$ cat src/design/assert_macros.svh
`ifndef ASSERT_MACROS_SVH
`define ASSERT_MACROS_SVH

// property checked on every rising clock edge, held off during reset
`define SSE_ASSERT(lbl, prop) \
  lbl: assert property (@(posedge clk_i) disable iff (!rst_ni) prop) \
    else $error("%m: check failed");

// condition that must never hold outside reset
`define SSE_ASSERT_NEVER(lbl, cond) \
  lbl: assert property (@(posedge clk_i) disable iff (!rst_ni) !(cond)) \
    else $error("%m: forbidden condition seen");

`endif

$ cat src/design/sse_pkg.sv
`timescale 1ns / 1ps

package sse_pkg;

  localparam int unsigned DEF_NUM_TERMS  = 3;
  localparam int unsigned DEF_SINE_DEPTH = 1024;

  localparam int COEF_W    = 32;
  localparam int MUL_W     = 33;
  localparam int PROD_W    = 66;
  localparam int SINE_W    = 17;
  localparam int MODEL_W   = 56;
  localparam int ACC_W     = 64;
  localparam int SQ_W      = 66;
  localparam int S_TDATA_W = 104;
  localparam int M_TDATA_W = 64;

  localparam logic [63:0] HALF_PI_Q30 = 64'd1686629713;
  // floor(2^32 / 360)
  localparam logic [23:0] RECIP_360   = 24'd11930464;
  localparam int unsigned DEG_TURN    = 360;
  localparam int unsigned HALF_TURN   = 180;
  // 2^31 mod 360
  localparam int unsigned BIAS_MOD    = 128;

  typedef enum logic {
    CMD_COEF  = 1'b0,
    CMD_POINT = 1'b1
  } cmd_e;

  typedef struct packed {
    logic signed [MUL_W-1:0] opa;
    logic signed [MUL_W-1:0] opb;
  } mul_op_t;

endpackage

$ cat src/design/sse_mul.sv
`timescale 1ns / 1ps

module sse_mul (
  input  logic                                 clk_i,
  input  sse_pkg::mul_op_t                     op_i,
  output logic signed [sse_pkg::PROD_W-1:0]    prod_o
);

  logic signed [sse_pkg::PROD_W-1:0] prod_q;

  always_ff @(posedge clk_i) begin
    prod_q <= op_i.opa * op_i.opb;
  end

  assign prod_o = prod_q;

endmodule

$ cat config.mk
export PLATFORM = sky130hd
export DESIGN_NAME = sse_mul
export DESIGN_NICKNAME = d
export VERILOG_FILES = /design/src/design/assert_macros.svh /design/src/design/sse_pkg.sv /design/src/design/sse_mul.sv
export SDC_FILE = /design/constraint.sdc
export NUM_CORES = 2
export LEC_CHECK = 0
export ABC_AREA = 0
export ABC_CLOCK_PERIOD_IN_PS = 6900
export BUFFER_PORTS_ARGS = -buffer_cell sky130_fd_sc_hd__buf_2
export CORE_MARGIN = 3
export CORE_UTILIZATION = 60
export CTS_CLUSTER_DIAMETER = 200
export CTS_CLUSTER_SIZE = 30
export DETAILED_ROUTE_END_ITERATION = 12
export PLACE_DENSITY_LB_ADDON = 0.2
export SYNTH_ARGS = -nofsm -noshare
export SYNTH_HDL_FRONTEND = slang
export SYNTH_SLANG_ARGS = --single-unit
export TNS_END_PERCENT = 100
$ cat constraint.sdc
create_clock -name clk_i -period 6.9 [get_ports clk_i]
set_input_delay 0.345 -clock clk_i [delete_from_list [all_inputs] [get_ports clk_i]]
set_output_delay 0.345 -clock clk_i [all_outputs]
set_load 0.01 [all_outputs]
==> results.toml <==
[clock_network]
clock-root-buffer = "clkbuf_16"
htree_levels = 3
tritoncts = "done"
cts_buffers = 9
ctsHoldBuffers = 0
cts_sinks = 66
clock_path_buffers = 2
path_clk_slew_ps = 60

[yosys]
syn-num-nets = 5767
yosysMostFrequentCell = "fa_1"
postSynthCellCount = 4338
synth.ff_latch_count = 66
avgSynthCellArea_um2 = 9.39
synth_common_cells = "1145 x fa_1, 1131 x inv_1, 562 x and2_1"
yosysSeqAreaShare_pct = 3.24
synth_edf_count = 0
synth_warnings = 0
netlist.area_leader.share_pct = 56.3
synth_ff_type = "dfxtp_1"
yosys-top-cells-area = "fa_1 56%, inv_1 10%, and2_1 8.6%"
ys_types = 80
async_flop_share_pct = 0
synth_top_area_cell = "fa_1"
synth_area_mm2 = 0.0407

[final_layout]
layout-drive-gt1-share_pct = 20.3
synthToLayoutAreaGrowth_pct = 18.2
largest_reg_flops = 66
final_nets = 6219

[grt]
overflow = 0
grt_pass1_wl_mm = 183
grt_pass1_vias = 33700
grtUsageTotal_pct = 33.8
grt_max_degree = 28
antenna_found_initial = 5

[outcome]
status = "finished with violations"
violations = "negative setup slack"

[hold_path]
worstHoldEndpoint = "prod_o[1]"
min_delay_path_depth = 4
hold_path_class = "input pin to flop"
min_from = "op_i[1]"

[sta]
final.setup.tns_ps = -197
max_freq_mhz = 143
drv_slew = 0
finalCritPeriodShare_pct = 101
slew_headroom_pct = 63.9
whs_ps = 615
setup_viol_count_final = 5
setup_slack_ps = -93.2
worst_pin_slew_ps = 536
timing.final.crit_period_ps = 6990
hold_violations = 0
rsz0062_at_grt = "yes"

[drt]
drc_errors = 0
drt_pass1_iterations = 5
postRouteWirelength_mm = 115
post_drt_wl_per_cell_um = 20.3
drt_iter0_drc = 2032
via_per_inst = 5.40
ant_nets = 0
vias = 30600

[critical_path]
crit_type = "input pin to flop"
crit_required_ps = 7130
arrival_ps = 7220
crit_fanout = 4
startpoint_type = "input pin"
end_kind = "flop"

[die]
core_mm2 = 0.0665
die_w_um = 267
start_util_pct = 61.3
die_h_um = 267
io_pins = 133
num_rows = 94
die-area_mm2 = 0.0711

[placement]
place.gp.congestion = 0.955
numPortBuffers = 132
hpwlAfterDp_mm = 101
pre_cts_slack_ps = -884

[job]
drv_cap = 0
## placed cells by master, fill, tap and decap left out, types with 8 or more instances in the layout
cell	netlist	final
nand4_1	11	11
fa_1	1145	1077
a21o_1	36	36
buf_2	11	78
nand2_1	551	536
a21oi_1	57	38
inv_2	0	45
clkbuf_16	0	9
nand2b_1	12	11
dfxtp_1	66	66
fa_2	0	68
buf_12	0	44
and2_1	562	536
inv_1	1131	1084
and2_4	1	26
a21oi_2	3	16
buf_8	0	11
o21bai_1	11	8
ha_1	217	188
buf_6	1	63
o21ai_1	6	10
ha_4	0	27
buf_4	0	465
xnor2_1	43	40
o21ai_0	25	13
xor2_1	25	23
nor2_1	68	60
nand2_2	0	9
nand3_1	25	21
## cells by family after synthesis
kind of cell | share of synthesized area (%)
adder cells (fa/ha/maj) | 62.9
flip-flops | 3.24
XOR/XNOR | 1.46
AO/OA/AOI/OAI | 4.07
AND/OR/NAND/NOR | 15.8
buffers and inverters | 12.5
## critical path: stages
cell and delay [ps]:
buf_12 110, buf_8 120, buf_4 130, nand2_2 60, fa_1 430, fa_1 560
inv_2 40, fa_2 570, inv_2 50, fa_1 510, inv_2 40, fa_1 520
fa_2 480, fa_1 530, inv_2 40, fa_2 570, inv_2 50, ha_4 170
a21oi_4 240, o21ai_4 100, a311o_1 380, a31o_1 240, a211oi_4 390, a21oi_2 130
nor4b_2 290, a311oi_1 80
## worst max-delay path by stage
stage                        start    endpoint  slack (ps)
final                     op_i[55]  prod_o[58]         -90
after global routing      op_i[55]  prod_o[58]        -240
after CTS                 op_i[54]  prod_o[58]        -120
after detailed placement   op_i[3]  prod_o[58]        -880
after global placement     op_i[3]  prod_o[47]        -810
after floorplan           op_i[65]  prod_o[65]          -5
## stage by stage
| step | instances | cell area [um^2] | util (%) |
|---|---|---|---|
| finish | 5663 | 48100 | 72.5 |
| global route | 5662 | 48100 | 72.4 |
| CTS | 5621 | 46900 | 70.5 |
| detailed placement | 5595 | 45800 | 68.9 |
| global placement | 5595 | 45800 | 68.9 |
| floorplan | 4338 | 40900 | - |
## area by class of cell
class,count,area [um^2]
Clock buffer,11,253
Antenna cell,4,10.0
Fill cell,4765,18300
Multi-Input combinational cell,2920,35500
Tap cell,864,1080
Sequential cell,66,1320
Clock inverter,5,62.6
Inverter,1131,4250
Timing Repair Buffer,662,5640
## per-layer routing
metal / track usage, % / wire length, um / up-vias
met4: 19.7 / 8310 / 2
met2: 60.9 / 61500 / 1059
met5: 0 / 17 / -
met3: 4.02 / 5660 / 354
met1: 38.9 / 39600 / 15900
li1: - / - / 13200
## repair_timing
action                                  in CTS  in global routing
endpoints found under the setup margin      37                 37
setup buffers                               10                 45
pin swaps                                   83                194
gates resized for setup                    183                271
Power is not shown: default switching activity piles up to over one toggle a cycle in this logic, so the estimate is an artifact.
